### config.mk
export PLATFORM = sky130hd
export DESIGN_NAME = debounced_running_light_controller_flat
export DESIGN_NICKNAME = d
export VERILOG_FILES = /design/src/design/drlc_pkg.sv /design/src/design/drlc_if.sv /design/src/design/drlc_debounce_lane.sv /design/src/design/drlc_merge.sv /design/src/design/debounced_running_light_controller.sv /design/src/flat_wrapper.sv
export SDC_FILE = /design/constraint.sdc
export NUM_CORES = 1
export LEC_CHECK = 0
export BUFFER_PORTS_ARGS = -buffer_cell sky130_fd_sc_hd__buf_2
export CAP_MARGIN = 40
export CORE_UTILIZATION = 41
export CTS_CLUSTER_DIAMETER = 30
export DETAILED_ROUTE_END_ITERATION = 6
export PLACE_DENSITY = 0.64
export SYNTH_ARGS = -nofsm -noshare
export SYNTH_HDL_FRONTEND = slang
export SYNTH_SLANG_ARGS = --single-unit
### constraint.sdc
create_clock -name clk -period 5.4 [get_ports clk]
set_input_delay 1.35 -clock clk [delete_from_list [all_inputs] [get_ports clk]]
set_output_delay 1.35 -clock clk [all_outputs]
set_load 0.01 [all_outputs]
### src/design/drlc_pkg.sv
// Package for the debounced running light controller.
// Holds shared constants, codes, the key-event and result structs and the period table.
// No dependencies.
package drlc_pkg;

  localparam int KEY_NUMBER = 4;
  localparam int DEF_LED_RING_SIZE = 4;
  localparam int DEF_SPEED_STEPS = 8;
  localparam int CLK_HZ = 50_000_000;
  localparam int PERIOD_TABLE_LEN = 8;

  localparam int CFG_INDEX_W = 1;
  localparam int CFG_DATA_W = 4;
  localparam int DEBOUNCE_W = 4;
  localparam int DEF_SPEED_W = 3;
  localparam int PERIOD_W = 28;

  // configuration register indexes
  localparam logic [CFG_INDEX_W-1:0] CFG_HOLD_POLLS = 1'b0;
  localparam logic [CFG_INDEX_W-1:0] CFG_DEFAULT_SPEED = 1'b1;

  localparam logic [DEBOUNCE_W-1:0] DEBOUNCE_RESET = 4'd4;
  localparam logic [DEF_SPEED_W-1:0] DEFAULT_SPEED_RESET = 3'd4;

  // request kinds
  localparam logic REQ_STEP = 1'b0;
  localparam logic REQ_POLL = 1'b1;

  // key roles, by key number
  localparam int KEY_SPEED_UP = 0;
  localparam int KEY_SPEED_DOWN = 1;
  localparam int KEY_RUN = 2;
  localparam int KEY_RESTORE = 3;

  typedef struct packed {
    logic faster;
    logic slower;
    logic toggle_run;
    logic restore;
  } drlc_keys_t;

  typedef struct packed {
    logic [3:0]          led_pattern;
    logic [2:0]          speed_level;
    logic [PERIOD_W-1:0] step_period;
    logic                restart_timer;
    logic                is_running;
  } drlc_result_t;

  function automatic logic [PERIOD_W-1:0] period_of(input logic [2:0] idx);
    logic [PERIOD_W-1:0] p;
    case (idx)
      3'd0:    p = PERIOD_W'(CLK_HZ * 5);
      3'd1:    p = PERIOD_W'(CLK_HZ * 4);
      3'd2:    p = PERIOD_W'(CLK_HZ * 3);
      3'd3:    p = PERIOD_W'(CLK_HZ * 2);
      3'd4:    p = PERIOD_W'(CLK_HZ);
      3'd5:    p = PERIOD_W'(CLK_HZ / 2);
      3'd6:    p = PERIOD_W'(CLK_HZ / 4);
      3'd7:    p = PERIOD_W'(CLK_HZ / 10);
      default: p = PERIOD_W'(CLK_HZ / 10);
    endcase
    return p;
  endfunction

endpackage

### src/design/drlc_if.sv
// Request and result channel interfaces for the running light controller.
// No dependencies.
interface drlc_req_if;
  logic       valid;
  logic       ready;
  logic       req_type;
  logic [3:0] key_pins;
  logic       switch_pin;

  modport source(output valid, req_type, key_pins, switch_pin, input ready);
  modport sink(input valid, req_type, key_pins, switch_pin, output ready);
endinterface

interface drlc_res_if;
  logic        valid;
  logic        ready;
  logic [3:0]  led_pattern;
  logic [2:0]  speed_level;
  logic [27:0] step_period;
  logic        restart_timer;
  logic        is_running;

  modport source(output valid, led_pattern, speed_level, step_period, restart_timer,
                 is_running, input ready);
  modport sink(input valid, led_pattern, speed_level, step_period, restart_timer,
               is_running, output ready);
endinterface

### src/design/drlc_debounce_lane.sv
// One key debounce lane: hold counter, accepted level, press-edge output.
// Depends on drlc_pkg.
module drlc_debounce_lane
  import drlc_pkg::*;
(
  input  logic                  clk,
  input  logic                  rst,
  input  logic                  poll,
  input  logic                  level,
  input  logic [DEBOUNCE_W-1:0] need,
  output logic                  press
);

  logic                  stable, stable_next;
  logic [DEBOUNCE_W-1:0] count, count_next, count_inc;

  always_comb begin
    count_inc = count + 1'b1;
    stable_next = stable;
    count_next = count;
    press = 1'b0;
    if (level == stable) begin
      count_next = '0;
    end else if (count_inc < need) begin
      count_next = count_inc;
    end else begin
      count_next = '0;
      stable_next = level;
      press = poll & level;
    end
  end

  always_ff @(posedge clk) begin
    if (rst) begin
      stable <= 1'b0;
      count <= '0;
    end else if (poll) begin
      stable <= stable_next;
      count <= count_next;
    end
  end

endmodule

### src/design/drlc_merge.sv
// Merge stage: applies key events in key order and step events to the ring state.
// Depends on drlc_pkg.
module drlc_merge
  import drlc_pkg::*;
#(
  parameter int LED_RING_SIZE = DEF_LED_RING_SIZE,
  parameter int SPEED_STEPS = DEF_SPEED_STEPS
)(
  input  logic                   clk,
  input  logic                   rst,
  input  logic                   step,
  input  logic                   switch_pin,
  input  drlc_keys_t             keys,
  input  logic                   update,
  input  logic [DEF_SPEED_W-1:0] default_speed,
  output drlc_result_t           result
);

  localparam int PW = $clog2(LED_RING_SIZE);
  localparam int SW = $clog2(SPEED_STEPS);
  localparam logic [PW-1:0] POS_LAST = PW'(LED_RING_SIZE - 1);
  localparam logic [SW-1:0] SPEED_LAST = SW'(SPEED_STEPS - 1);
  localparam logic [SW-1:0] SPEED_RESET =
    (int'(DEFAULT_SPEED_RESET) > SPEED_STEPS - 1) ? SPEED_LAST : SW'(DEFAULT_SPEED_RESET);

  logic [PW-1:0] position, position_next;
  logic [SW-1:0] speed, speed_next, speed_mid, def_clamped;
  logic          running, running_next, restart;
  logic [SW+3:0] def_ext;
  logic [SW+2:0] spd_ext;
  logic [PW+4:0] pos_ext;

  always_comb begin
    def_ext = {{(SW+1){1'b0}}, default_speed};
    def_clamped = (def_ext > (SW+4)'(SPEED_STEPS - 1)) ? SPEED_LAST : def_ext[SW-1:0];

    position_next = position;
    running_next = running;
    restart = 1'b0;

    if (step && running) begin
      if (switch_pin) begin
        position_next = (position == POS_LAST) ? '0 : position + 1'b1;
      end else begin
        position_next = (position == '0) ? POS_LAST : position - 1'b1;
      end
    end

    speed_mid = speed;
    if (keys.faster && speed != SPEED_LAST) begin
      speed_mid = speed + 1'b1;
      restart = 1'b1;
    end
    speed_next = speed_mid;
    if (keys.slower && speed_mid != '0) begin
      speed_next = speed_mid - 1'b1;
      restart = 1'b1;
    end
    if (keys.toggle_run) begin
      running_next = ~running;
    end
    if (keys.restore) begin
      position_next = '0;
      speed_next = def_clamped;
      running_next = 1'b1;
      restart = 1'b1;
    end

    // result reflects the state after this event
    pos_ext = {5'b0, position_next};
    spd_ext = {3'b0, speed_next};
    for (int i = 0; i < 4; i++) begin
      result.led_pattern[i] = (pos_ext == (PW+5)'(i));
    end
    result.speed_level = spd_ext[2:0];
    result.step_period = period_of((spd_ext > (SW+3)'(PERIOD_TABLE_LEN - 1)) ?
                                   3'(PERIOD_TABLE_LEN - 1) : spd_ext[2:0]);
    result.restart_timer = restart;
    result.is_running = running_next;
  end

  always_ff @(posedge clk) begin
    if (rst) begin
      position <= '0;
      speed <= SPEED_RESET;
      running <= 1'b1;
    end else if (update) begin
      position <= position_next;
      speed <= speed_next;
      running <= running_next;
    end
  end

endmodule

### src/design/debounced_running_light_controller.sv
// Top level of the debounced running light controller.
// Depends on drlc_pkg, drlc_if, drlc_debounce_lane and drlc_merge.
//
// Usage:
//   req channel: one request per timer event. req_type REQ_STEP moves the
//   lit LED one place (up when switch_pin is 1, down when 0) while running;
//   REQ_POLL samples the four active-low key_pins. Each key has its own
//   debounce lane; press edges are merged in key order: faster, slower,
//   run toggle, restore defaults.
//   res channel: exactly one result per request, in order: LED pattern,
//   speed level, step period (clock cycles), timer restart flag, run state.
//   cfg port: cfg_we/cfg_index/cfg_data write the debounce hold (index 0)
//   and default_speed (index 1); write only while idle.
// Result: registered in the output register, or in the skid register during a stall.
// Throughput: one request per cycle while req.ready is high; all lanes and the merge
//   stage are combinational, the output register plus a skid stage decouple sides.
// Reset: LED at position 0, speed = default_speed (4), running, all keys
//   released with zero hold counts, config back to debounce 4, speed 4.
// Stall: with res.ready low, one more request is parked in the skid
//   register; req.ready drops only while that register is full.
module debounced_running_light_controller
  import drlc_pkg::*;
#(
  parameter int LED_RING_SIZE = DEF_LED_RING_SIZE,
  parameter int SPEED_STEPS = DEF_SPEED_STEPS
)(
  input  logic                   clk,
  input  logic                   rst,
  input  logic                   cfg_we,
  input  logic [CFG_INDEX_W-1:0] cfg_index,
  input  logic [CFG_DATA_W-1:0]  cfg_data,
  drlc_req_if.sink               req,
  drlc_res_if.source             res
);

  // configuration registers
  logic [DEBOUNCE_W-1:0]  hold_polls;
  logic [DEF_SPEED_W-1:0] default_speed;
  logic [DEBOUNCE_W-1:0]  need;

  always_ff @(posedge clk) begin
    if (rst) begin
      hold_polls <= DEBOUNCE_RESET;
      default_speed <= DEFAULT_SPEED_RESET;
    end else if (cfg_we) begin
      case (cfg_index)
        CFG_HOLD_POLLS:    hold_polls <= cfg_data[DEBOUNCE_W-1:0];
        CFG_DEFAULT_SPEED: default_speed <= cfg_data[DEF_SPEED_W-1:0];
        default:           ;
      endcase
    end
  end

  // a zero debounce acts like one poll
  assign need = (hold_polls == '0) ? DEBOUNCE_W'(1) : hold_polls;

  // request handshake
  logic accept, poll, step;
  logic skid_valid, out_valid;

  assign req.ready = ~skid_valid;
  assign accept = req.valid & req.ready;
  assign poll = accept & (req.req_type == REQ_POLL);
  assign step = accept & (req.req_type == REQ_STEP);

  // debounce lanes, one per key; pins are active low
  logic [KEY_NUMBER-1:0] press;

  for (genvar k = 0; k < KEY_NUMBER; k++) begin : g_lane
    drlc_debounce_lane u_lane (
      .clk   (clk),
      .rst   (rst),
      .poll  (poll),
      .level (~req.key_pins[k]),
      .need  (need),
      .press (press[k])
    );
  end

  drlc_keys_t   keys;
  drlc_result_t result;

  assign keys.faster = press[KEY_SPEED_UP];
  assign keys.slower = press[KEY_SPEED_DOWN];
  assign keys.toggle_run = press[KEY_RUN];
  assign keys.restore = press[KEY_RESTORE];

  drlc_merge #(
    .LED_RING_SIZE (LED_RING_SIZE),
    .SPEED_STEPS   (SPEED_STEPS)
  ) u_merge (
    .clk           (clk),
    .rst           (rst),
    .step          (step),
    .switch_pin    (req.switch_pin),
    .keys          (keys),
    .update        (accept),
    .default_speed (default_speed),
    .result        (result)
  );

  // output register with skid stage
  drlc_result_t out_data, skid_data;

  always_ff @(posedge clk) begin
    if (rst) begin
      out_valid <= 1'b0;
      skid_valid <= 1'b0;
    end else if (res.ready || !out_valid) begin
      out_valid <= skid_valid | accept;
      skid_valid <= 1'b0;
    end else if (accept) begin
      skid_valid <= 1'b1;
    end
  end

  always_ff @(posedge clk) begin
    if (res.ready || !out_valid) begin
      out_data <= skid_valid ? skid_data : result;
    end else if (accept) begin
      skid_data <= result;
    end
  end

  assign res.valid = out_valid;
  assign res.led_pattern = out_data.led_pattern;
  assign res.speed_level = out_data.speed_level;
  assign res.step_period = out_data.step_period;
  assign res.restart_timer = out_data.restart_timer;
  assign res.is_running = out_data.is_running;

  // a parked request always sits behind a shown one
  a_skid_behind_out: assert property (@(posedge clk) disable iff (rst)
    skid_valid |-> out_valid)
    else $error("skid register full while output empty");

  // key presses only come from an accepted poll
  a_press_on_poll: assert property (@(posedge clk) disable iff (rst)
    (press != '0) |-> poll)
    else $error("key press outside a poll request");

  // step requests never restart the timer
  a_step_no_restart: assert property (@(posedge clk) disable iff (rst)
    step |-> !result.restart_timer)
    else $error("timer restart on a step request");

endmodule
### src/flat_wrapper.sv
// flat-port wrapper written by rule: the top's interface ports become plain ports
module debounced_running_light_controller_flat import drlc_pkg::*;
#(
  parameter int LED_RING_SIZE = DEF_LED_RING_SIZE,
  parameter int SPEED_STEPS = DEF_SPEED_STEPS
)
  (clk, rst, cfg_we, cfg_index, cfg_data, req_valid, req_req_type, req_key_pins, req_switch_pin, req_ready, res_valid, res_led_pattern, res_speed_level, res_step_period, res_restart_timer, res_is_running, res_ready);
  drlc_req_if req_i ();
  drlc_res_if res_i ();
  input  logic clk;
  input  logic rst;
  input  logic cfg_we;
  input  logic [CFG_INDEX_W-1:0] cfg_index;
  input  logic [CFG_DATA_W-1:0] cfg_data;
  input wire logic [$bits(req_i.valid)-1:0] req_valid;
  input wire logic [$bits(req_i.req_type)-1:0] req_req_type;
  input wire logic [$bits(req_i.key_pins)-1:0] req_key_pins;
  input wire logic [$bits(req_i.switch_pin)-1:0] req_switch_pin;
  output wire logic [$bits(req_i.ready)-1:0] req_ready;
  output wire logic [$bits(res_i.valid)-1:0] res_valid;
  output wire logic [$bits(res_i.led_pattern)-1:0] res_led_pattern;
  output wire logic [$bits(res_i.speed_level)-1:0] res_speed_level;
  output wire logic [$bits(res_i.step_period)-1:0] res_step_period;
  output wire logic [$bits(res_i.restart_timer)-1:0] res_restart_timer;
  output wire logic [$bits(res_i.is_running)-1:0] res_is_running;
  input wire logic [$bits(res_i.ready)-1:0] res_ready;
  assign req_i.valid = req_valid;
  assign req_i.req_type = req_req_type;
  assign req_i.key_pins = req_key_pins;
  assign req_i.switch_pin = req_switch_pin;
  assign req_ready = req_i.ready;
  assign res_valid = res_i.valid;
  assign res_led_pattern = res_i.led_pattern;
  assign res_speed_level = res_i.speed_level;
  assign res_step_period = res_i.step_period;
  assign res_restart_timer = res_i.restart_timer;
  assign res_is_running = res_i.is_running;
  assign res_i.ready = res_ready;
  debounced_running_light_controller #(.LED_RING_SIZE(LED_RING_SIZE), .SPEED_STEPS(SPEED_STEPS)) u_core (.clk(clk), .rst(rst), .cfg_we(cfg_we), .cfg_index(cfg_index), .cfg_data(cfg_data), .req(req_i), .res(res_i));
endmodule
==> run metrics, run 1 <==
CTS tree done; DRT Wirelength 8.556 mm; most used cell, CP ha_1; Crit Path Category primary input to flip-flop; Worst path max stage delay 0.40 ns; power per cell area 296.8 nW/µm²; register area share after synthesis between 50% and 60%; ys async rst share 0%; total track usage about 16%; Worst Tran Pin Value approximately 0.65 ns; drt via density 5.230; yosys warns 0; Critical Path Start req_key_pins[0]; clock skew 0.01805 ns; CTS root buf clkbuf_8; worst r2r src u_core.g_lane[0].u_lane.count[0]$_SDFFE_PP0P_; Critical Path RT 5.53 ns; flop-to-flop setup slack 0.82 ns; dpl cells 580; LEAKAGE between 0.002 and 0.0025 µW; critical path endpoint u_core.res.step_period[21]$_DFFE_PP_; CP cell instances buf_2 > or3_1 > a2111oi_0 > buf_4 > nor2_1 > ha_1 > ha_1 > nor3_1 > a211oi_1 > or3b_1 > and2_1 > inv_1 > ha_1 > and2_4 > inv_2 > mux2_4; Period minus WS final 4.638 ns; largest net degree at the start of global routing 36; # rows 38; Gates resized, CTS repair 0; Max clock buf depth 2; initial antenna violation count 0; HPWL after DPL 6.003 mm; Setup violations, final 0; core area 10840 µm²; most frequent cell after synthesis edfxtp_1; FF/Latch Area 2442 µm²; worst setup margin 0.7619 ns; Critical Path Source Type primary input; Synth Register Bits 93; Syn Area/Cell approximately 11 µm²; GRT overflow 0; Cell variety after synth 57; die span in y roughly 110 µm; unrepaired setup endpoints after global routing no; CP Max Fanout 7; r2r endpoint u_core.res.step_period[21]$_DFFE_PP_; Cell Count, Final, Fillers Out 596; Reg clk slew, reported paths 0.10 ns; Fin. Hold Viols 0; Port Buffers 49; latest clock arrival within the worst-skew pair 0.36 ns; Cells after Synth slightly above 400; Slew Viols, Final 0; wire per inst ~14 µm; Max H-tree Level 3; Hold-fix buffers, CTS 0; Slew headroom 56.03%; pre-CTS setup slack 0.3735 ns; status finished clean; Max-Cap Viols 0; Hold Path Class flip-flop to flip-flop; Post-synth EDFFs 58; layout cells sized above 1 21.27%; footprint of the multi-input gates 1911 µm²; Slowest cell on crit path a2111oi_0; Max Fclk approximately 0.22 GHz; Die W 107.3 µm; Antenna Cells 0; Area growth syn-to-layout 11.70%; CP arrival 4.77 ns; top-area cell type share of the netlist area 38.32%; layout net count slightly below 500; TNS Setup 0 ns; fill count 1007; launch point of the worst hold path u_core.default_speed[0]$_SDFFE_PP0P_; Worst R2R Path Depth 19; vias 3117; VDD IR max 0.1314 mV; 1st-iter DRT viols approximately 110; cell taking the most area after synthesis edfxtp_1; period utilisation layout a little under nine tenths; vias in the first global route 2875; Initial Utilization 41.93%; num ports 55; CTS Sinks 93; First-pass DRT Iterations 4; first-pass GRT wire length 13.96 mm; Routed Antenna Nets 0; most used flip-flop cell after synthesis edfxtp_1; CTS Buf Count 9; Final GP Congestion 0.7735; Worst Setup End Kind flip-flop; Netlist Area Pre-Place 4546 µm²; setup bufs post-CTS 0; synth top area cells edfxtp_1 (38%), dfxtp_1 (15%), ha_1 (7.2%); die area 11510 µm²; remaining routing DRC violations 0; Post-synth top cells edfxtp_1 (58), nor2_1 (49), dfxtp_1 (35)
==> cell type report <==
cell class | instances | share of cell area [%]
clock inverters | 7 | 1.281
clock buffers | 9 | 2.440
inverters | 12 | 0.8871
well taps | 140 | 3.450
multi-input cells | 277 | 37.63
repair buffers | 58 | 6.210
flip-flops and latches | 93 | 48.10
==> worst min-delay path by stage <==
| stage | end | slack, ns | cells past startpoint |
|---|---|---|---|
| after floorplan | u_core.default_speed[2]$_SDFFE_PP1P_ | 0.44 | 1 |
| after global placement | u_core.default_speed[1]$_SDFFE_PP0P_ | 0.48 | 2 |
| after detailed placement | u_core.default_speed[0]$_SDFFE_PP0P_ | 0.49 | 2 |
| after CTS | u_core.default_speed[0]$_SDFFE_PP0P_ | 0.50 | 2 |
| after global routing | u_core.default_speed[0]$_SDFFE_PP0P_ | 0.53 | 2 |
| final | u_core.default_speed[0]$_SDFFE_PP0P_ | 0.50 | 2 |
==> critical path, delay by kind of cell <==
kind	cells	cell delay (ns)
mux	1	0.24
buf+inv	4	0.50
compound gates	2	0.51
simple gates	6	1.47
fa+ha+maj	3	0.67
==> routing by layer <==
layer  wire, µm  GRT usage (%)
met5          0              0
met4         83          4.795
met3        392          4.116
met2       4173          26.45
met1       3906          19.82
==> cell usage in the layout, fill, tap and decap left out, types with 3 or more instances in the layout <==
cell type / instances
nand2_1: 31
a31oi_1: 7
ha_1: 26
o21a_1: 3
nor3_1: 13
edfxtp_1: 58
clkbuf_8: 9
or3_1: 4
buf_4: 8
nand3_1: 11
inv_1: 9
buf_2: 49
mux2_2: 10
dfxtp_1: 35
a21oi_1: 14
mux2i_1: 11
xor2_1: 7
a22oi_1: 12
conb_1: 5
inv_6: 4
o31ai_1: 9
inv_2: 3
nor2_1: 49
xnor2_1: 9
a211o_1: 3
and2_1: 3
nand2b_1: 4
o21ai_0: 9
==> logic make-up (layout without fill, tap and decap cells) <==
logic type | after synthesis | in the layout | synth area share [%]
other | 1 | 5 | 0.08250
adders and majority gates | 26 | 26 | 7.157
muxes | 22 | 22 | 5.230
AOI/OAI and AO/OA | 73 | 73 | 11.29
buffers and inverters | 42 | 86 | 4.679
DFF | 93 | 93 | 53.73
and+or+nand+nor | 135 | 135 | 14.75
xor gates and xnor gates | 16 | 16 | 3.083
==> metrics by stage <==
stage                     util (%)  instance area, µm²  hold slack [ns]  total power (µW)
after floorplan                  -                4561           0.4358              1015
after global placement       45.00                4878           0.4764              1078
after detailed placement     45.09                4888           0.4858              1085
after CTS                    46.84                5077           0.5003              1526
after global routing         46.84                5077           0.5306              1579
final                        46.84                5077           0.4977              1507
==> where the power goes <==
| group | leakage, µW | internal, µW | switching [µW] |
|---|---|---|---|
| Combinational | 0.00107 | 96.6 | 136 |
| Sequential | 0.000832 | 814 | 19.4 |
| Clock | 0.0000978 | 178 | 262 |
| Total | 0.00200 | 1090 | 418 |
==> sequential cells by signal, summed over array words and instances (netlist names) <==
name                         flops
u_core.u_merge.running           1
u_core.res.led_pattern           4
u_core.res.valid                 1
u_core.g_lane.u_lane.count      16
u_core.hold_polls                4
u_core.skid_valid                1
u_core.res.restart_timer         1
u_core.u_merge.speed             3
u_core.g_lane.u_lane.stable      4
u_core.res.is_running            1
u_core.res.step_period          20
u_core.skid_data                29
u_core.res.speed_level           3
u_core.default_speed             3
u_core.u_merge.position          2
Power figures use the tool's default switching activity.
==> run 2, diff against run 1 <==
ABC_AREA = 1   (was not set)
==> run 2 against run 1 <==
Critical path type unchanged. Hold slack worse by 0.028 ns. Largest power group unchanged. Via count increased by 2.2%. Combinational power decreased by 37%. Sequential power is 4.1% lower. Clock power grew 15%. Global-route usage grew 0.29 points. Flip-flop and latch count is the same. Fmax grew 15%. First-iteration DRC count increased by 24%. Core utilization is essentially flat. Final cell count is 13% higher. Die area barely moved. Highest routed layer unchanged.
==> run metrics, run 2 <==
vias 3187 (was 3117); GRT overflow 0 (unchanged); r2r endpoint u_core.res.step_period[18]$_DFFE_PP_ (was u_core.res.step_period[21]$_DFFE_PP_); Die W 107.3 µm (about the same); layout cells sized above 1 18.23% (was 21.27%); TNS Setup 0 ns (unchanged); CTS root buf clkbuf_8 (unchanged); Cell variety after synth 40 (was 57); # rows 38 (unchanged); Setup violations, final 0 (unchanged); First-pass DRT Iterations 4 (unchanged); Period minus WS final 4.042 ns (was 4.638 ns); HPWL after DPL 5.822 mm (was 6.003 mm); CTS tree done (unchanged); Max-Cap Viols 0 (unchanged); layout net count 569 (was 493); CTS Buf Count 9 (unchanged); Final GP Congestion 0.8289 (was 0.7735); remaining routing DRC violations 0 (unchanged); LEAKAGE 0.002246 µW (was 0.002003 µW); Syn Area/Cell 9.456 µm² (was 11.14 µm²); Routed Antenna Nets 0 (unchanged); drt via density 4.743 (was 5.230); Post-synth EDFFs 58 (unchanged); Cells after Synth 481 (was 408); wire per inst 12.49 µm (was 14.36 µm); Initial Utilization 41.96% (was 41.93%); most used flip-flop cell after synthesis edfxtp_1 (unchanged); Slew headroom 50.79% (was 56.03%); largest net degree at the start of global routing 34 (was 36); die area 11520 µm² (was 11510 µm²); Synth Register Bits 93 (unchanged); initial antenna violation count 0 (unchanged); max reg flops 29 (unchanged); synth top area cells edfxtp_1 (38%), dfxtp_1 (15%), nand2_1 (13%) (was edfxtp_1 (38%), dfxtp_1 (15%), ha_1 (7.2%)); dpl cells 656 (was 580); Hold-fix buffers, CTS 0 (unchanged); CP arrival 4.16 ns (was 4.77 ns); vias in the first global route 2940 (was 2875); 1st-iter DRT viols 130 (was 105); setup bufs post-CTS 0 (unchanged); CP Max Fanout 14 (was 7); worst r2r src u_core.g_lane[0].u_lane.count[0]$_SDFFE_PP0P_ (unchanged); period utilisation layout 74.85% (was 85.89%); Critical Path Source Type primary input (unchanged); commonest non-fill, non-tap cells in the layout nand2_1 (154), edfxtp_1 (58), buf_2 (49) (was edfxtp_1 (58), nor2_1 (49), buf_2 (49)); Port Buffers 49 (unchanged); Reg clk slew, reported paths 0.10 ns (about the same); Worst R2R Path Depth 24 (was 19); status finished clean (unchanged); Gates resized, CTS repair 0 (unchanged); cell taking the most area after synthesis edfxtp_1 (unchanged); most common cell after layout, fill and taps aside nand2_1 (was edfxtp_1); Area growth syn-to-layout 11.75% (was 11.70%); Worst Setup End Kind flip-flop (unchanged); ys async rst share 0% (unchanged); core area 10840 µm² (unchanged); clock skew 0.01426 ns (was 0.01805 ns); first-pass GRT wire length 14.12 mm (was 13.96 mm); Cell Count, Final, Fillers Out 672 (was 596); Fin. Hold Viols 0 (unchanged); yosys warns 0 (unchanged); DRT Wirelength 8.391 mm (was 8.556 mm); Max Fclk 0.2474 GHz (was 0.2156 GHz); Top reg by flops u_core.skid_data (unchanged); num ports 55 (unchanged); Max clock buf depth 2 (unchanged); Netlist Area Pre-Place 4548 µm² (was 4546 µm²); register area share after synthesis 53.70% (was 53.73%); Slew Viols, Final 0 (unchanged); Crit Path Category primary input to flip-flop (unchanged); Total Power 1450 µW (was 1507 µW); flop-to-flop setup slack 1.70 ns (was 0.82 ns); Post-synth top cells nand2_1 (154), edfxtp_1 (58), inv_1 (40) (was edfxtp_1 (58), nor2_1 (49), dfxtp_1 (35)); Worst Tran Pin Value 0.7336 ns (was 0.6504 ns); die span in y 107.3 µm (about the same); Critical Path RT 5.52 ns (was 5.53 ns); power per cell area 285.3 nW/µm² (was 296.8 nW/µm²); latest clock arrival within the worst-skew pair 0.37 ns (was 0.36 ns); Max H-tree Level 3 (unchanged); Critical Path Start req_valid (was req_key_pins[0]); CTS Sinks 93 (unchanged); Hold Path Class flip-flop to flip-flop (unchanged); VDD IR max 0.1074 mV (was 0.1314 mV); unrepaired setup endpoints after global routing no (unchanged); critical path endpoint u_core.res.step_period[18]$_DFFE_PP_ (was u_core.res.step_period[21]$_DFFE_PP_); Antenna Cells 0 (unchanged); top-area cell type share of the netlist area 38.29% (was 38.32%); most frequent cell after synthesis nand2_1 (was edfxtp_1); total track usage 16.03% (was 15.74%)
==> run 2: logic make-up after synthesis <==
group | synth area share [%]
adder cells (fa/ha/maj) | 7.153
AND/OR/NAND/NOR | 22.39
other | 0.08245
flip-flops | 53.70
AO/OA/AOI/OAI | 7.153
buffers and inverters | 6.822
XOR/XNOR | 2.696
==> run 2: through the flow <==
stage	area (µm²)	hold WS, ns	util, %	setup slack (ns)
3_3_place_gp	4867	0.4491	44.90	1.124
4_1_cts	5082	0.4732	46.88	1.364
6_report	5082	0.4696	46.88	1.358
2_1_floorplan	4563	0.4291	-	1.524
3_5_place_dp	4867	0.4599	44.90	0.9587
5_1_grt	5082	0.4970	46.88	1.032
==> run 2: metal layers <==
layer,vias up,GRT usage (%),routed length (µm)
met2,59,25.30,3873
met3,12,3.814,317
met4,0,6.067,115
met5,-,0,0
met1,1459,21.33,4084
li1,1657,-,-
==> run 2: worst max-delay path, cell delays in order <==
cell and delay [ns]:
buf_2 0.08, inv_1 0.07, nor2_4 0.11, nand2_4 0.14, nor2_2 0.21, nand3_2 0.16, nand2_1 0.12, nand2_1 0.09
ha_1 0.21, ha_1 0.19, inv_1 0.09, nand4_4 0.17, nand3_1 0.14, nand3_2 0.12, nand2_2 0.16, inv_1 0.12
ha_1 0.29, nand2_1 0.10, inv_1 0.07, nand2_1 0.07, nand3_1 0.10
==> run 2: worst min-delay path by stage <==
stage,end,startpoint,slack [ns],cells after the start
global route,u_core.g_lane[1].u_lane.stable$_SDFFE_PP0P_,u_core.g_lane[1].u_lane.stable$_SDFFE_PP0P_,0.50,2
CTS,u_core.hold_polls[0]$_SDFFE_PP0P_,u_core.hold_polls[0]$_SDFFE_PP0P_,0.47,2
floorplan,u_core.hold_polls[0]$_SDFFE_PP0P_,u_core.hold_polls[0]$_SDFFE_PP0P_,0.43,2
global placement,u_core.hold_polls[0]$_SDFFE_PP0P_,u_core.hold_polls[0]$_SDFFE_PP0P_,0.45,2
finish,u_core.hold_polls[0]$_SDFFE_PP0P_,u_core.hold_polls[0]$_SDFFE_PP0P_,0.47,2
detailed placement,u_core.hold_polls[0]$_SDFFE_PP0P_,u_core.hold_polls[0]$_SDFFE_PP0P_,0.46,2
==> run 2: cell type report <==
cell class / count / area, µm²
Clock buffer: 10 / 127.6
Clock inverter: 6 / 87.58
Fill cell: 1016 / 5758
Inverter: 44 / 168.9
Multi-Input combinational cell: 327 / 1813
Sequential cell: 93 / 2442
Tap cell: 140 / 175.2
Timing Repair Buffer: 52 / 267.8
==> run 2: power by group <==
group / internal [µW] / switching [µW]
Sequential: 789 / 10.9
Combinational: 50.6 / 95.0
Clock: 260 / 244
